<file path="src/design/braille_chord_accumulator_defines.svh">
// Assertion macros shared by the braille chord accumulator RTL.
// Included by bca_dpath, which carries the concurrent assertions; no other dependencies.
`ifndef BRAILLE_CHORD_ACCUMULATOR_DEFINES_SVH
`define BRAILLE_CHORD_ACCUMULATOR_DEFINES_SVH

`ifndef ASSERT_OFF
// Same-cycle implication, sampled on the rising clock edge, off while reset is low.
`define BCA_ASSERT_IMPL(label, clk, rst_n, ante, cons) \
  label: assert property (@(posedge clk) disable iff (!rst_n) (ante) |-> (cons)) \
    else $error("bca assertion failed");
// Next-cycle implication, sampled on the rising clock edge, off while reset is low.
`define BCA_ASSERT_NEXT(label, clk, rst_n, ante, cons) \
  label: assert property (@(posedge clk) disable iff (!rst_n) (ante) |=> (cons)) \
    else $error("bca assertion failed");
`else
`define BCA_ASSERT_IMPL(label, clk, rst_n, ante, cons)
`define BCA_ASSERT_NEXT(label, clk, rst_n, ante, cons)
`endif

`endif

</file>
<file path="src/design/bca_pkg.sv">
// Package for the braille chord accumulator: key codes, state and command types.
// Depends on nothing; used by the interfaces' users, the controller and the datapath.
package bca_pkg;

  localparam int unsigned LIST_DEPTH = 16;

  localparam logic [6:0] ROUTE_LO   = 7'h20;
  localparam logic [6:0] ROUTE_END  = 7'h48;
  localparam logic [4:0] CODE_SPACE = 5'h10;

  localparam logic [4:0] CODE_DOT1 = 5'h0F;
  localparam logic [4:0] CODE_DOT2 = 5'h0B;
  localparam logic [4:0] CODE_DOT3 = 5'h07;
  localparam logic [4:0] CODE_DOT4 = 5'h13;
  localparam logic [4:0] CODE_DOT5 = 5'h17;
  localparam logic [4:0] CODE_DOT6 = 5'h1B;
  localparam logic [4:0] CODE_DOT7 = 5'h03;
  localparam logic [4:0] CODE_DOT8 = 5'h1F;

  localparam logic [4:0] CODE_NAV_A = 5'h04;
  localparam logic [4:0] CODE_NAV_B = 5'h08;
  localparam logic [4:0] CODE_NAV_C = 5'h0C;
  localparam logic [4:0] CODE_NAV_D = 5'h14;

  typedef enum logic [3:0] {
    ST_IDLE,
    ST_DECODE,
    ST_SCAN_PRESS,
    ST_COMMIT,
    ST_SCAN_REL,
    ST_REL_READ,
    ST_REL_WRITE,
    ST_REL_CHECK,
    ST_SCAN_CHORD,
    ST_EMIT_ROUTE,
    ST_EMIT_CHORD
  } bca_state_e;

  typedef enum logic [2:0] {
    CLS_CLEAR,
    CLS_DROP,
    CLS_ROUTE_PRESS,
    CLS_CHORD_PRESS,
    CLS_CHORD_RELEASE
  } bca_cls_e;

  typedef enum logic [1:0] {
    SCAN_PRESS,
    SCAN_RELEASE,
    SCAN_CHORD
  } bca_scan_e;

  typedef struct packed {
    logic      capture;
    logic      clear_all;
    logic      scan_start;
    logic      scan_step;
    bca_scan_e scan_mode;
    logic      commit_press;
    logic      rel_read;
    logic      rel_write;
    logic      load_route;
    logic      load_chord;
  } bca_cmd_t;

  typedef struct packed {
    bca_cls_e cls;
    logic     scan_done;
    logic     held_hit;
    logic     held_empty;
    logic     chord_empty;
    logic     out_free;
  } bca_stat_t;

  // One-hot dot bit for a chord key code, zero when the code is not a dot key.
  function automatic logic [7:0] dot_mask_of(input logic [4:0] code);
    logic [7:0] m;
    m = 8'h00;
    case (code)
      CODE_DOT1: m = 8'h01;
      CODE_DOT2: m = 8'h02;
      CODE_DOT3: m = 8'h04;
      CODE_DOT4: m = 8'h08;
      CODE_DOT5: m = 8'h10;
      CODE_DOT6: m = 8'h20;
      CODE_DOT7: m = 8'h40;
      CODE_DOT8: m = 8'h80;
      default:   m = 8'h00;
    endcase
    return m;
  endfunction

  function automatic logic is_nav(input logic [4:0] code);
    return (code == CODE_NAV_A) || (code == CODE_NAV_B) ||
           (code == CODE_NAV_C) || (code == CODE_NAV_D);
  endfunction

endpackage

</file>
<file path="src/design/bca_in_if.sv">
// Input channel of the braille chord accumulator: valid/ready plus one key event.
// Self-contained; no package needed.
interface bca_in_if;
  logic       valid;
  logic       ready;
  logic       command;
  logic [7:0] key_byte;

  modport source (output valid, output command, output key_byte, input ready);
  modport sink   (input valid, input command, input key_byte, output ready);
endinterface

</file>
<file path="src/design/bca_out_if.sv">
// Result channel of the braille chord accumulator: valid/ready plus one result.
// Self-contained; no package needed.
interface bca_out_if;
  logic       valid;
  logic       ready;
  logic       result_kind;
  logic [7:0] dot_mask;
  logic       space_pressed;
  logic [4:0] nav_code;
  logic [5:0] routing_index;

  modport source (output valid, output result_kind, output dot_mask, output space_pressed,
                  output nav_code, output routing_index, input ready);
  modport sink   (input valid, input result_kind, input dot_mask, input space_pressed,
                  input nav_code, input routing_index, output ready);
endinterface

</file>
<file path="src/design/bca_ctrl.sv">
// Sequencer of the braille chord accumulator: walks one key event through its steps.
// Depends on bca_pkg for the state, command and status types.
module bca_ctrl
  import bca_pkg::*;
(
  input  logic      clk_i,
  input  logic      rst_ni,
  input  logic      in_valid_i,
  input  bca_stat_t stat_i,
  output logic      in_ready_o,
  output bca_cmd_t  cmd_o
);

  bca_state_e state_q, state_d;

  always_ff @(posedge clk_i or negedge rst_ni) begin
    if (!rst_ni) begin
      state_q <= ST_IDLE;
    end else begin
      state_q <= state_d;
    end
  end

  always_comb begin
    state_d = state_q;
    unique case (state_q)
      ST_IDLE: begin
        if (in_valid_i) state_d = ST_DECODE;
      end
      ST_DECODE: begin
        unique case (stat_i.cls)
          CLS_CLEAR:         state_d = ST_IDLE;
          CLS_DROP:          state_d = ST_IDLE;
          CLS_ROUTE_PRESS:   state_d = ST_EMIT_ROUTE;
          CLS_CHORD_PRESS:   state_d = ST_SCAN_PRESS;
          CLS_CHORD_RELEASE: state_d = ST_SCAN_REL;
          default:           state_d = ST_IDLE;
        endcase
      end
      ST_SCAN_PRESS: begin
        if (stat_i.scan_done) state_d = ST_COMMIT;
      end
      ST_COMMIT: state_d = ST_IDLE;
      ST_SCAN_REL: begin
        if (stat_i.scan_done) state_d = stat_i.held_hit ? ST_REL_READ : ST_REL_CHECK;
      end
      ST_REL_READ:  state_d = ST_REL_WRITE;
      ST_REL_WRITE: state_d = ST_REL_CHECK;
      ST_REL_CHECK: begin
        state_d = (stat_i.held_empty && !stat_i.chord_empty) ? ST_SCAN_CHORD : ST_IDLE;
      end
      ST_SCAN_CHORD: begin
        if (stat_i.scan_done) state_d = ST_EMIT_CHORD;
      end
      ST_EMIT_ROUTE: begin
        if (stat_i.out_free) state_d = ST_IDLE;
      end
      ST_EMIT_CHORD: begin
        if (stat_i.out_free) state_d = ST_IDLE;
      end
      default: state_d = ST_IDLE;
    endcase
  end

  always_comb begin
    cmd_o      = '0;
    cmd_o.scan_mode = SCAN_PRESS;
    in_ready_o = 1'b0;
    unique case (state_q)
      ST_IDLE: begin
        in_ready_o    = 1'b1;
        cmd_o.capture = in_valid_i;
      end
      ST_DECODE: begin
        cmd_o.clear_all  = (stat_i.cls == CLS_CLEAR);
        cmd_o.scan_start = (stat_i.cls == CLS_CHORD_PRESS) ||
                           (stat_i.cls == CLS_CHORD_RELEASE);
      end
      ST_SCAN_PRESS: begin
        cmd_o.scan_step = 1'b1;
        cmd_o.scan_mode = SCAN_PRESS;
      end
      ST_COMMIT: cmd_o.commit_press = 1'b1;
      ST_SCAN_REL: begin
        cmd_o.scan_step = 1'b1;
        cmd_o.scan_mode = SCAN_RELEASE;
      end
      ST_REL_READ:  cmd_o.rel_read = 1'b1;
      ST_REL_WRITE: cmd_o.rel_write = 1'b1;
      ST_REL_CHECK: cmd_o.scan_start = stat_i.held_empty && !stat_i.chord_empty;
      ST_SCAN_CHORD: begin
        cmd_o.scan_step = 1'b1;
        cmd_o.scan_mode = SCAN_CHORD;
      end
      ST_EMIT_ROUTE: cmd_o.load_route = stat_i.out_free;
      ST_EMIT_CHORD: cmd_o.load_chord = stat_i.out_free;
      default: ;
    endcase
  end

endmodule

</file>
<file path="src/design/bca_dpath.sv">
// Datapath of the braille chord accumulator: held and chord key lists, scan, result register.
// Depends on bca_pkg and on the assertion macros in the defines header.
`include "braille_chord_accumulator_defines.svh"

module bca_dpath
  import bca_pkg::*;
#(
  parameter int unsigned Depth = LIST_DEPTH
) (
  input  logic       clk_i,
  input  logic       rst_ni,
  input  bca_cmd_t   cmd_i,
  output bca_stat_t  stat_o,
  input  logic       command_i,
  input  logic [7:0] key_byte_i,
  input  logic       out_ready_i,
  output logic       out_valid_o,
  output logic       result_kind_o,
  output logic [7:0] dot_mask_o,
  output logic       space_pressed_o,
  output logic [4:0] nav_code_o,
  output logic [5:0] routing_index_o
);

  localparam int unsigned CntW = $clog2(Depth + 1);
  localparam int unsigned IdxW = $clog2(Depth);
  localparam logic [CntW-1:0] CntMax = CntW'(Depth);

  logic [4:0] held_mem  [Depth];
  logic [4:0] chord_mem [Depth];

  logic            command_q;
  logic [7:0]      byte_q;
  logic [CntW-1:0] held_cnt_q, chord_cnt_q;
  logic [CntW-1:0] idx_q;
  logic            rd_vld_q;
  logic [IdxW-1:0] rd_idx_q;
  logic [4:0]      held_rd_q, chord_rd_q;
  logic            held_hit_q, chord_hit_q;
  logic [IdxW-1:0] held_pos_q;
  logic [7:0]      mask_q;
  logic            space_q;
  logic [4:0]      nav_q;

  logic            out_valid_q;
  logic            out_kind_q;
  logic [7:0]      out_mask_q;
  logic            out_space_q;
  logic [4:0]      out_nav_q;
  logic [5:0]      out_route_q;

  logic [6:0]      code7;
  logic [4:0]      code5;
  logic            is_release;
  bca_cls_e        cls;
  logic [CntW-1:0] scan_len;
  logic            issue;
  logic [IdxW-1:0] held_raddr;
  logic            rd_in_held, rd_in_chord;
  logic            out_free;

  assign code7      = byte_q[6:0];
  assign code5      = byte_q[4:0];
  assign is_release = byte_q[7];

  always_comb begin
    priority if (command_q) begin
      cls = CLS_CLEAR;
    end else if (code7 >= ROUTE_END) begin
      cls = CLS_DROP;
    end else if (code7 >= ROUTE_LO) begin
      cls = is_release ? CLS_DROP : CLS_ROUTE_PRESS;
    end else begin
      cls = is_release ? CLS_CHORD_RELEASE : CLS_CHORD_PRESS;
    end
  end

  always_comb begin
    unique case (cmd_i.scan_mode)
      SCAN_PRESS:   scan_len = (held_cnt_q > chord_cnt_q) ? held_cnt_q : chord_cnt_q;
      SCAN_RELEASE: scan_len = held_cnt_q;
      SCAN_CHORD:   scan_len = chord_cnt_q;
      default:      scan_len = '0;
    endcase
  end

  assign issue       = cmd_i.scan_step && (idx_q < scan_len);
  assign held_raddr  = cmd_i.rel_read ? IdxW'(held_cnt_q - 1'b1) : idx_q[IdxW-1:0];
  assign rd_in_held  = rd_vld_q && (CntW'(rd_idx_q) < held_cnt_q);
  assign rd_in_chord = rd_vld_q && (CntW'(rd_idx_q) < chord_cnt_q);
  assign out_free    = !out_valid_q || out_ready_i;

  assign stat_o.cls         = cls;
  assign stat_o.scan_done   = (idx_q >= scan_len) && !rd_vld_q;
  assign stat_o.held_hit    = held_hit_q;
  assign stat_o.held_empty  = (held_cnt_q == '0);
  assign stat_o.chord_empty = (chord_cnt_q == '0);
  assign stat_o.out_free    = out_free;

  // Key lists: one write and one registered read each per cycle.
  always_ff @(posedge clk_i) begin
    if (cmd_i.commit_press && !held_hit_q && (held_cnt_q < CntMax)) begin
      held_mem[held_cnt_q[IdxW-1:0]] <= code5;
    end else if (cmd_i.rel_write) begin
      held_mem[held_pos_q] <= held_rd_q;
    end
    if (cmd_i.commit_press && !chord_hit_q && (chord_cnt_q < CntMax)) begin
      chord_mem[chord_cnt_q[IdxW-1:0]] <= code5;
    end
    held_rd_q  <= held_mem[held_raddr];
    chord_rd_q <= chord_mem[idx_q[IdxW-1:0]];
  end

  always_ff @(posedge clk_i) begin
    if (cmd_i.capture) begin
      command_q <= command_i;
      byte_q    <= key_byte_i;
    end
    rd_idx_q <= idx_q[IdxW-1:0];
    if (cmd_i.scan_start) begin
      mask_q  <= 8'h00;
      space_q <= 1'b0;
      nav_q   <= 5'd0;
    end else if (rd_in_chord) begin
      mask_q <= mask_q | dot_mask_of(chord_rd_q);
      if (chord_rd_q == CODE_SPACE) space_q <= 1'b1;
      if (is_nav(chord_rd_q)) nav_q <= chord_rd_q;
    end
    if (rd_in_held && (held_rd_q == code5)) held_pos_q <= rd_idx_q;
  end

  always_ff @(posedge clk_i or negedge rst_ni) begin
    if (!rst_ni) begin
      idx_q       <= '0;
      rd_vld_q    <= 1'b0;
      held_hit_q  <= 1'b0;
      chord_hit_q <= 1'b0;
      held_cnt_q  <= '0;
      chord_cnt_q <= '0;
    end else begin
      if (cmd_i.scan_start) begin
        idx_q       <= '0;
        rd_vld_q    <= 1'b0;
        held_hit_q  <= 1'b0;
        chord_hit_q <= 1'b0;
      end else begin
        if (issue) idx_q <= idx_q + 1'b1;
        rd_vld_q <= issue;
        if (rd_in_held && (held_rd_q == code5)) held_hit_q <= 1'b1;
        if (rd_in_chord && (chord_rd_q == code5)) chord_hit_q <= 1'b1;
      end
      if (cmd_i.clear_all) begin
        held_cnt_q  <= '0;
        chord_cnt_q <= '0;
      end else begin
        if (cmd_i.commit_press && !held_hit_q && (held_cnt_q < CntMax)) begin
          held_cnt_q <= held_cnt_q + 1'b1;
        end else if (cmd_i.rel_write) begin
          held_cnt_q <= held_cnt_q - 1'b1;
        end
        if (cmd_i.commit_press && !chord_hit_q && (chord_cnt_q < CntMax)) begin
          chord_cnt_q <= chord_cnt_q + 1'b1;
        end else if (cmd_i.load_chord) begin
          chord_cnt_q <= '0;
        end
      end
    end
  end

  // Result register.
  always_ff @(posedge clk_i or negedge rst_ni) begin
    if (!rst_ni) begin
      out_valid_q <= 1'b0;
    end else if (cmd_i.load_route || cmd_i.load_chord) begin
      out_valid_q <= 1'b1;
    end else if (out_ready_i) begin
      out_valid_q <= 1'b0;
    end
  end

  always_ff @(posedge clk_i) begin
    if (cmd_i.load_route) begin
      out_kind_q  <= 1'b1;
      out_mask_q  <= 8'h00;
      out_space_q <= 1'b0;
      out_nav_q   <= 5'd0;
      out_route_q <= 6'(code7 - ROUTE_LO);
    end else if (cmd_i.load_chord) begin
      out_kind_q  <= 1'b0;
      out_mask_q  <= mask_q;
      out_space_q <= space_q;
      out_nav_q   <= nav_q;
      out_route_q <= 6'd0;
    end
  end

  assign out_valid_o     = out_valid_q;
  assign result_kind_o   = out_kind_q;
  assign dot_mask_o      = out_mask_q;
  assign space_pressed_o = out_space_q;
  assign nav_code_o      = out_nav_q;
  assign routing_index_o = out_route_q;

  `BCA_ASSERT_IMPL(a_held_cap, clk_i, rst_ni, 1'b1, held_cnt_q <= CntMax)
  `BCA_ASSERT_NEXT(a_chord_cleared, clk_i, rst_ni, cmd_i.load_chord, chord_cnt_q == '0)
  `BCA_ASSERT_NEXT(a_held_step, clk_i, rst_ni, !cmd_i.clear_all,
                   (held_cnt_q == $past(held_cnt_q)) ||
                   (held_cnt_q == $past(held_cnt_q) + 1'b1) ||
                   (held_cnt_q == $past(held_cnt_q) - 1'b1))
  `BCA_ASSERT_IMPL(a_load_free, clk_i, rst_ni, cmd_i.load_route || cmd_i.load_chord,
                   !out_valid_q || out_ready_i)

endmodule

</file>
<file path="src/design/braille_chord_accumulator.sv">
// Top level of the braille chord accumulator: joins the sequencer and the datapath.
// Depends on bca_pkg, bca_in_if, bca_out_if, bca_ctrl and bca_dpath.
//
//   Channel | Direction | Payload
//   in_i    | sink      | command, key_byte
//   out_o   | source    | result_kind, dot_mask, space_pressed, nav_code, routing_index
//
// One key event is handled at a time; the input is ready only while the sequencer is idle.
// After a transfer the sequencer walks the key lists, one registered read of the key
// memories per cycle. A chord key press scans both lists and commits the key to each
// list that lacks it and has room. A release scans the held keys, moves the last held
// entry into the released key's slot if it was held, and once no key is held with a chord
// open, scans the chord list and emits the chord. Routing presses are emitted directly.
// Reset empties both key lists at once through their counts; no clearing pass is needed.
// A result waits in the output register while the next event is taken in; only a second
// result meeting a full, stalled output register holds the sequencer until its transfer.
module braille_chord_accumulator
  import bca_pkg::*;
#(
  parameter int unsigned ListDepth = LIST_DEPTH
) (
  input  logic      clk_i,
  input  logic      rst_ni,
  bca_in_if.sink    in_i,
  bca_out_if.source out_o
);

  // Commands from the sequencer to the datapath and status back.
  bca_cmd_t  cmd;
  bca_stat_t stat;
  logic      in_ready;

  bca_ctrl u_ctrl (
    .clk_i      (clk_i),
    .rst_ni     (rst_ni),
    .in_valid_i (in_i.valid),
    .stat_i     (stat),
    .in_ready_o (in_ready),
    .cmd_o      (cmd)
  );

  // The datapath keeps the held set and the press-ordered chord list in small memories,
  // walks them to find duplicates and to build the dot mask, and owns the output register.
  bca_dpath #(
    .Depth (ListDepth)
  ) u_dpath (
    .clk_i           (clk_i),
    .rst_ni          (rst_ni),
    .cmd_i           (cmd),
    .stat_o          (stat),
    .command_i       (in_i.command),
    .key_byte_i      (in_i.key_byte),
    .out_ready_i     (out_o.ready),
    .out_valid_o     (out_o.valid),
    .result_kind_o   (out_o.result_kind),
    .dot_mask_o      (out_o.dot_mask),
    .space_pressed_o (out_o.space_pressed),
    .nav_code_o      (out_o.nav_code),
    .routing_index_o (out_o.routing_index)
  );

  assign in_i.ready = in_ready;

endmodule

</file>
<file path="src/flat_wrapper.sv">
// flat-port wrapper written by rule: the top's interface ports become plain ports
module braille_chord_accumulator_flat import bca_pkg::*;
#(
  parameter int unsigned ListDepth = LIST_DEPTH
)
  (clk_i, rst_ni, in_i_valid, in_i_command, in_i_key_byte, in_i_ready, out_o_valid, out_o_result_kind, out_o_dot_mask, out_o_space_pressed, out_o_nav_code, out_o_routing_index, out_o_ready);
  bca_in_if in_i_i ();
  bca_out_if out_o_i ();
  input  logic clk_i;
  input  logic rst_ni;
  input wire logic [$bits(in_i_i.valid)-1:0] in_i_valid;
  input wire logic [$bits(in_i_i.command)-1:0] in_i_command;
  input wire logic [$bits(in_i_i.key_byte)-1:0] in_i_key_byte;
  output wire logic [$bits(in_i_i.ready)-1:0] in_i_ready;
  output wire logic [$bits(out_o_i.valid)-1:0] out_o_valid;
  output wire logic [$bits(out_o_i.result_kind)-1:0] out_o_result_kind;
  output wire logic [$bits(out_o_i.dot_mask)-1:0] out_o_dot_mask;
  output wire logic [$bits(out_o_i.space_pressed)-1:0] out_o_space_pressed;
  output wire logic [$bits(out_o_i.nav_code)-1:0] out_o_nav_code;
  output wire logic [$bits(out_o_i.routing_index)-1:0] out_o_routing_index;
  input wire logic [$bits(out_o_i.ready)-1:0] out_o_ready;
  assign in_i_i.valid = in_i_valid;
  assign in_i_i.command = in_i_command;
  assign in_i_i.key_byte = in_i_key_byte;
  assign in_i_ready = in_i_i.ready;
  assign out_o_valid = out_o_i.valid;
  assign out_o_result_kind = out_o_i.result_kind;
  assign out_o_dot_mask = out_o_i.dot_mask;
  assign out_o_space_pressed = out_o_i.space_pressed;
  assign out_o_nav_code = out_o_i.nav_code;
  assign out_o_routing_index = out_o_i.routing_index;
  assign out_o_i.ready = out_o_ready;
  braille_chord_accumulator #(.ListDepth(ListDepth)) u_core (.clk_i(clk_i), .rst_ni(rst_ni), .in_i(in_i_i), .out_o(out_o_i));
endmodule
</file>
<file path="config.mk">
export PLATFORM = sky130hd
export DESIGN_NAME = braille_chord_accumulator_flat
export DESIGN_NICKNAME = d
export VERILOG_FILES = /design/src/design/bca_pkg.sv /design/src/design/bca_in_if.sv /design/src/design/bca_out_if.sv /design/src/design/bca_ctrl.sv /design/src/design/bca_dpath.sv /design/src/design/braille_chord_accumulator.sv /design/src/flat_wrapper.sv
export VERILOG_INCLUDE_DIRS = /design/src /design/src/design
export SDC_FILE = /design/constraint.sdc
export NUM_CORES = 1
export LEC_CHECK = 0
export ABC_AREA = 1
export BUFFER_PORTS_ARGS = -buffer_cell sky130_fd_sc_hd__buf_2
export CORE_MARGIN = 5
export CORE_UTILIZATION = 56
export DETAILED_ROUTE_END_ITERATION = 10
export PLACE_DENSITY_LB_ADDON = 0.15
export SYNTH_ARGS = -nofsm -noshare
export SYNTH_HDL_FRONTEND = slang
export SYNTH_SLANG_ARGS = --single-unit
</file>
<file path="constraint.sdc">
create_clock -name clk_i -period 2.9 [get_ports clk_i]
set_input_delay 0.58 -clock clk_i [delete_from_list [all_inputs] [get_ports clk_i]]
set_output_delay 0.58 -clock clk_i [all_outputs]
set_load 0.03 [all_outputs]
</file>
### Word-level counts from Yosys, hierarchy flattened

Memory sizes are Yosys's and may differ from the RTL's. A register that Yosys moved wholly into a read port is not among the register bits.
Cells that the tools add are included.

* bits in writable memories: 160
* output and inout bits: 23
* memories: 3
* input port bits: 13
* ROM bits: 256
* register bits: 75

Memory list
* (name not given): depth 32, width 8, read ports 1, clocked after Yosys merged registers in 0, write ports 0, line bca_pkg.sv:79 `case (code)`
* u_core.u_dpath.chord_mem: depth 16, width 5, read ports 1, clocked after Yosys merged registers in 1, write ports 1, line bca_dpath.sv:30 `logic [4:0] chord_mem [Depth];`
* u_core.u_dpath.held_mem: depth 16, width 5, read ports 1, clocked after Yosys merged registers in 1, write ports 1, line bca_dpath.sv:29 `logic [4:0] held_mem [Depth];`

* $add $sub $neg: 5
* $lt $le $gt $ge: 9
* reduce and logical (&&, ||, !) cells: 39
* bitwise operators: 1
* multiplexer cells: 56
* equal/unequal tests: 27

Operator list (count)
* two-way mux 5 bit: 10
* case mux 4 bit (9 select lines): 1
* two-way mux 4 bit: 8
* two-way mux 1 bit: 23
* == test 4 x 3 -> 1 bit, second input constant: 4
* two-way mux 8 bit: 2
* adder 5 x 1 -> 5 bit, second input constant: 3
* case mux 5 bit (3 select lines): 1
* == test 4 bit, second input constant: 3
* two-way mux 3 bit: 4
* two-way mux 6 bit: 2
* case mux 4 bit (3 select lines): 1
* logical AND 1 bit: 11
* == test 5 x 4 -> 1 bit, second input constant: 2
* == test 5 bit: 2
* == test 5 bit, second input constant: 2
* zero test 5 bit: 2
* < comparator 4 x 5 -> 1 bit: 2
* < comparator 5 bit, second input constant: 2
* nonzero test 2 bit: 5
* case mux 3 bit (3 select lines): 1
* == test 4 x 2 -> 1 bit, second input constant: 2
* inequality test 2 x 1 -> 1 bit, second input constant: 4
* OR 8 bit: 1
* other kinds (26): 39

### Depth between registers and ports, before layout

* depth in word-level cells: 9
* depth in mapped cells: 21
* mapped depth without buffers: 21

### Modules after synthesis

A second synthesis with hierarchy kept.

* cells, all modules: 1199
* area total of the unflattened synthesis: 11289.6 um^2

By module, submodules not included
* bca_dpath: instances 1, cells an instance 1117, area each 10791.6 um^2
* bca_ctrl: instances 1, cells an instance 82, area each 498.0 um^2

### Least setup slack after synthesis

No wires, ideal clock.

* path kind: register to register
* start: register u_core.u_dpath.chord_cnt_q[2]
* end: register u_core.u_ctrl.state_q[0]
* cell stages (with the launch flop): 20
* arrival time: 2.661 ns
* clock period less this slack: 2.778 ns
* setup time: 0.117 ns
* buffers on the path: 0
* path slack: 0.122 ns
* path through: dfrtp_1 -> inv_1 -> ha_1 -> nand2_1 -> inv_1 -> o21ai_0 -> nand2_1 -> o21ai_0 -> o21ai_1 -> nand2_1 -> o21ai_0 -> ha_1 -> nand2_1 -> inv_1 -> o21ai_0 -> nand3_1 -> nor2_4 -> a21oi_1 -> nand2_1 -> nand2_1

* cells in the longest elaborated chain, start to end: 7
* elaborated cells on any way between the ends: 9

RTL lines
* start: declaration: line bca_dpath.sv:34 `logic [CntW-1:0] held_cnt_q, chord_cnt_q;`
* start signal: assignment: line bca_dpath.sv:162 `chord_cnt_q <= chord_cnt_q + 1'b1;`
* > comparator 5 bit: line bca_dpath.sv:80 `SCAN_PRESS: scan_len = (held_cnt_q > chord_cnt_q) ? held_cnt_q : chord_cnt_q;`
* two-way mux 5 bit: line bca_dpath.sv:80
* case mux 5 bit (3 select lines) *: line bca_dpath.sv:79 `unique case (cmd_i.scan_mode)`
* >= comparator 5 bit *: line bca_dpath.sv:94 `assign stat_o.scan_done = (idx_q >= scan_len) && !rd_vld_q;`
* logical AND 1 bit *: line bca_dpath.sv:94
* inequality test 2 x 1 -> 1 bit (no line)
* AND reduction 5 bit (no line) *
* end signal: assignment: line bca_ctrl.sv:20 `state_q <= state_d;`
* end: declaration: line bca_ctrl.sv:14 `bca_state_e state_q, state_d;`

Every way passes the cells marked *; elsewhere a longest branch is shown, timed or not.
A chain may end at the register's enable or synchronous reset.

### Final worst setup path

* start: register u_core.u_dpath.held_cnt_q[1]
* end: register u_core.u_dpath.idx_q[2]

* cells in the longest elaborated chain, start to end: 6
* elaborated cells on any way between the ends: 10

RTL lines
* start: declaration: line bca_dpath.sv:34
* start signal: assignment: line bca_dpath.sv:157 `held_cnt_q <= held_cnt_q + 1'b1;`
* start signal: assignment: line bca_dpath.sv:159 `held_cnt_q <= held_cnt_q - 1'b1;`
* > comparator 5 bit: line bca_dpath.sv:80
* two-way mux 5 bit: line bca_dpath.sv:80
* case mux 5 bit (3 select lines): line bca_dpath.sv:79
* < comparator 5 bit: line bca_dpath.sv:87 `assign issue = cmd_i.scan_step && (idx_q < scan_len);`
* logical AND 1 bit: line bca_dpath.sv:87
* nonzero test 2 bit (no line)
* end signal: assignment: line bca_dpath.sv:147 `if (issue) idx_q <= idx_q + 1'b1;`
* end: declaration: line bca_dpath.sv:35 `logic [CntW-1:0] idx_q;`

Several ways; a longest one is shown, not always the timed one.

==> results.toml <==
[run_status]
status = "finished clean"

[setup_path]
crit_family = "simple AND/OR/NAND/NOR gates"
worstPathArrival_ns = 3.15
path_class = "flop to flop"
r2r_slack_ns = 0.16
path_cells = "ha_1 > nand2_1 > inv_1 > o21ai_1 > nand2_1 > o21ai_2 > buf_4 > nand2_1 > o21ai_1 > a21oi_1 > ha_1 > nand2_2 > inv_2 > nand4_1 > inv_1 > nor2_2 > nand2_2 > nor2_2 > nand2_1 > nand2_1 > nor2_1"
required_ns = 3.30
endpoint_kind = "flop"
cp_num_buf_inv = 4
path_max_fanout = 4
start_kind = "flop"
critical-path-max-stage-delay_ns = 0.44
reg2reg_depth = 21
cpMostUsedCell = "nand2_1"
r2r-end = "u_core.u_dpath.idx_q[2]"
slowest_stage = "dfrtp_1"
worstReg2RegStart = "u_core.u_dpath.held_cnt_q[1]"

[sta]
rsz0062_at_grt = "true"
skew_ns = 0.0173
fmax_mhz = 365
setup_violations = 0
final_hold_viol_count = 0
relSlewSlack_pct = 24.9
finalMaxSlewViolations = 0
whs_ns = 0.0363
layout_setup_ws_ns = 0.159
worst_pin_slew_ns = 1.12
min_period_over_period_pct = 94.5
min_period_ns = 2.74

[global_route]
gr-usage-all-layers_pct = 23.0
grt_pass1_vias = 7772
grt_max_degree = 45
grt-ovfl-total = 0
antenna_found_initial = 0
grt_pass1_wl_um = 40600

[synthesis]
ys_ff_latch = 245
syn_nets = 1151
synth_most_common_cell = "nand2_1"
synth_flop_cell = "edfxtp_1"
yosys.area_share.simple_pct = 20.9
synth_area_um2 = 11000
synth-seq-area-share_pct = 62.1
synth_cell_types = 37
synth_adder_area_share_pct = 2.74
synth_compound_area_share_pct = 7.16
synth_top_area_share_pct = 49.0
synth_top_family_by_area = "simple AND/OR/NAND/NOR gates"
syn_inst = 1114
async_flop_share_pct = 9.39
synth-xor-area-share_pct = 0.798
synth_warnings = 0
synth_edf_count = 179
synth_top_cell_by_area = "edfxtp_1"
yosys-mux-area-fraction_pct = 0
synthTopCellsByCount = "nand2_1, edfxtp_1, nand3_1"
synthTopCellsByArea = "edfxtp_1, dfxtp_1, nand2_1, nand3_1, dfrtp_1"
synth.avg_cell_area_um2 = 9.85

[cells_and_area]
fin_cells = 1481
fillers = 1617
fin_nets = 1232
antenna_cells = 0
layout-drive-gt1-share_pct = 13.6
final_area_um2 = 12600
area_growth_pct = 14.7

[cts]
numCtsBuffers = 27
clock_latency_ns = 0.54
cts_max_level = 1
clockBufferDepth = 3
cts.clk_slew.worst_paths_ns = 0.06
tritoncts = "done"
ctsHoldBuffers = 0
cts_root_buffer = "clkbuf_16"
cts_sinks = 245

[power_and_ir_drop]
switching_power_mw = 5.13
clock_power_share_pct = 24.1
power_leakage_nw = 5.20
peakVddDrop_v = 0.000727
pwr-share-seq_pct = 35.7
p_int_mw = 7.89
powerDensity_nw_per_um2 = 1030
power_frac_comb_pct = 40.3
design_power_total_mw = 13.0
p_sw_share_pct = 39.4

[drt]
vias = 8117
routed_via_density = 5.48
postRouteAntennaNets = 0
wirelength_um = 25800
wl_per_cell_um = 17.4
initialDrtViolationCount = 690
drt_pass1_iterations = 5
remaining_drc_errors = 0

[hold_path]
hp-class = "input port to asynchronous set/reset pin"

[floorplan]
die_height_um = 150
num_rows = 51
core_area_um2 = 19400
io_pins = 36
die_w_um = 150
dieArea_um2 = 22500
initial_core_util_pct = 56.6

[placed_design]
postPlaceCellArea_um2 = 11700
gp_congestion = 0.913
hpwlAfterDp_um = 17400
portBuffers = 35
dpl_worst_slack_ns = 0.00489
dpl.cell_count = 1425

[run]
cap_violations = 0
==> per-stage QoR <==
stage,TNS (ns),util (%)
CTS,0,64.2
finish,0,64.9
global placement,0,60.1
detailed placement,0,60.1
global route,-0.176,64.9
floorplan,0,-
==> cell type report <==
cell class,count,area (um2),area share (%)
well taps,265,332,2.63
inverters,140,526,4.17
repair buffers,87,566,4.49
flip-flops and latches,245,6810,54.1
clock buffers,43,766,6.08
multi-input cells,694,3550,28.2
clock inverters,7,40.0,0.318
==> logic make-up (layout without fill, tap and decap cells) <==
kind of cell	Yosys count	after routing
AOI/OAI and AO/OA	143	143
and+or+nand+nor	517	517
xor gates and xnor gates	10	10
DFF	245	245
adders and majority gates	24	24
buffers and inverters	175	277
==> how the worst max path moves through the flow <==
| stage | start | endpoint | slack, ns | cells past startpoint |
|---|---|---|---|---|
| after floorplan | u_core.u_dpath.chord_cnt_q[2] | u_core.u_ctrl.state_q[0] | 0.12 | 19 |
| after global placement | u_core.u_dpath.held_cnt_q[2] | u_core.u_dpath.idx_q[2] | 0.11 | 18 |
| after detailed placement | u_core.u_dpath.held_cnt_q[2] | u_core.u_ctrl.state_q[0] | 0.005 | 19 |
| after CTS | u_core.u_dpath.held_cnt_q[1] | u_core.u_ctrl.state_q[0] | 0.04 | 16 |
| after global routing | u_core.u_dpath.chord_cnt_q[2] | u_core.u_dpath.idx_q[4] | -0.05 | 22 |
| final | u_core.u_dpath.held_cnt_q[1] | u_core.u_dpath.idx_q[2] | 0.16 | 21 |
==> metal layers <==
metal	GRT usage (%)	vias up	wire length (um)	part of all wire, %
met1	31.2	3879	11000	43
met2	38.6	249	12600	49
met4	7.14	0	655	2.5
met5	0	-	0	0
li1	-	3941	-	-
met3	3.27	48	1550	6.0
==> registers in the layout, summed over array words and instances, names as in the netlist, 6 cells and up <==
name	flops
u_core.u_dpath.dot_mask_o	8
u_core.u_dpath.chord_mem	80
u_core.u_dpath.held_mem	80
u_core.u_dpath.routing_index_o	6
u_core.u_dpath.mask_q	8
u_core.u_dpath.byte_q	8
==> what timing repair did <==
action / in CTS / in global routing
pin swaps: 0 / 13
endpoints found under the setup margin: 3 / 8
resized for setup: 1 / 24
buffers inserted: 0 / 6
==> power by group through the flow <==
| stage | registers (mW) | clock network, mW | logic [mW] |
|---|---|---|---|
| CTS | 4.63 | 3.18 | 4.93 |
| detailed placement | 4.70 | 0 | 4.89 |
| floorplan | 4.78 | 0 | 3.22 |
| global placement | 4.69 | 0 | 4.81 |
| global route | 4.69 | 3.33 | 5.81 |
| finish | 4.64 | 3.13 | 5.24 |
==> cell usage in the layout (no fill, tap or decap), drive strengths merged, types with 3 or more instances in the layout <==
cell type,netlist,layout
edfxtp,179,179
o211ai,3,3
nand2,212,212
nor2,130,130
o221ai,9,9
nand3,133,133
ha,24,24
nor3,15,15
o21ai,76,76
clkbuf,19,43
inv,136,137
nand4,10,10
buf,16,87
a21oi,36,36
xor2,6,6
dfxtp,43,43
dfrtp,23,23
o22ai,15,15
nand3b,16,16
xnor2,4,4
clkinv,4,9
Note: power is estimated with default switching activity, not from simulation.
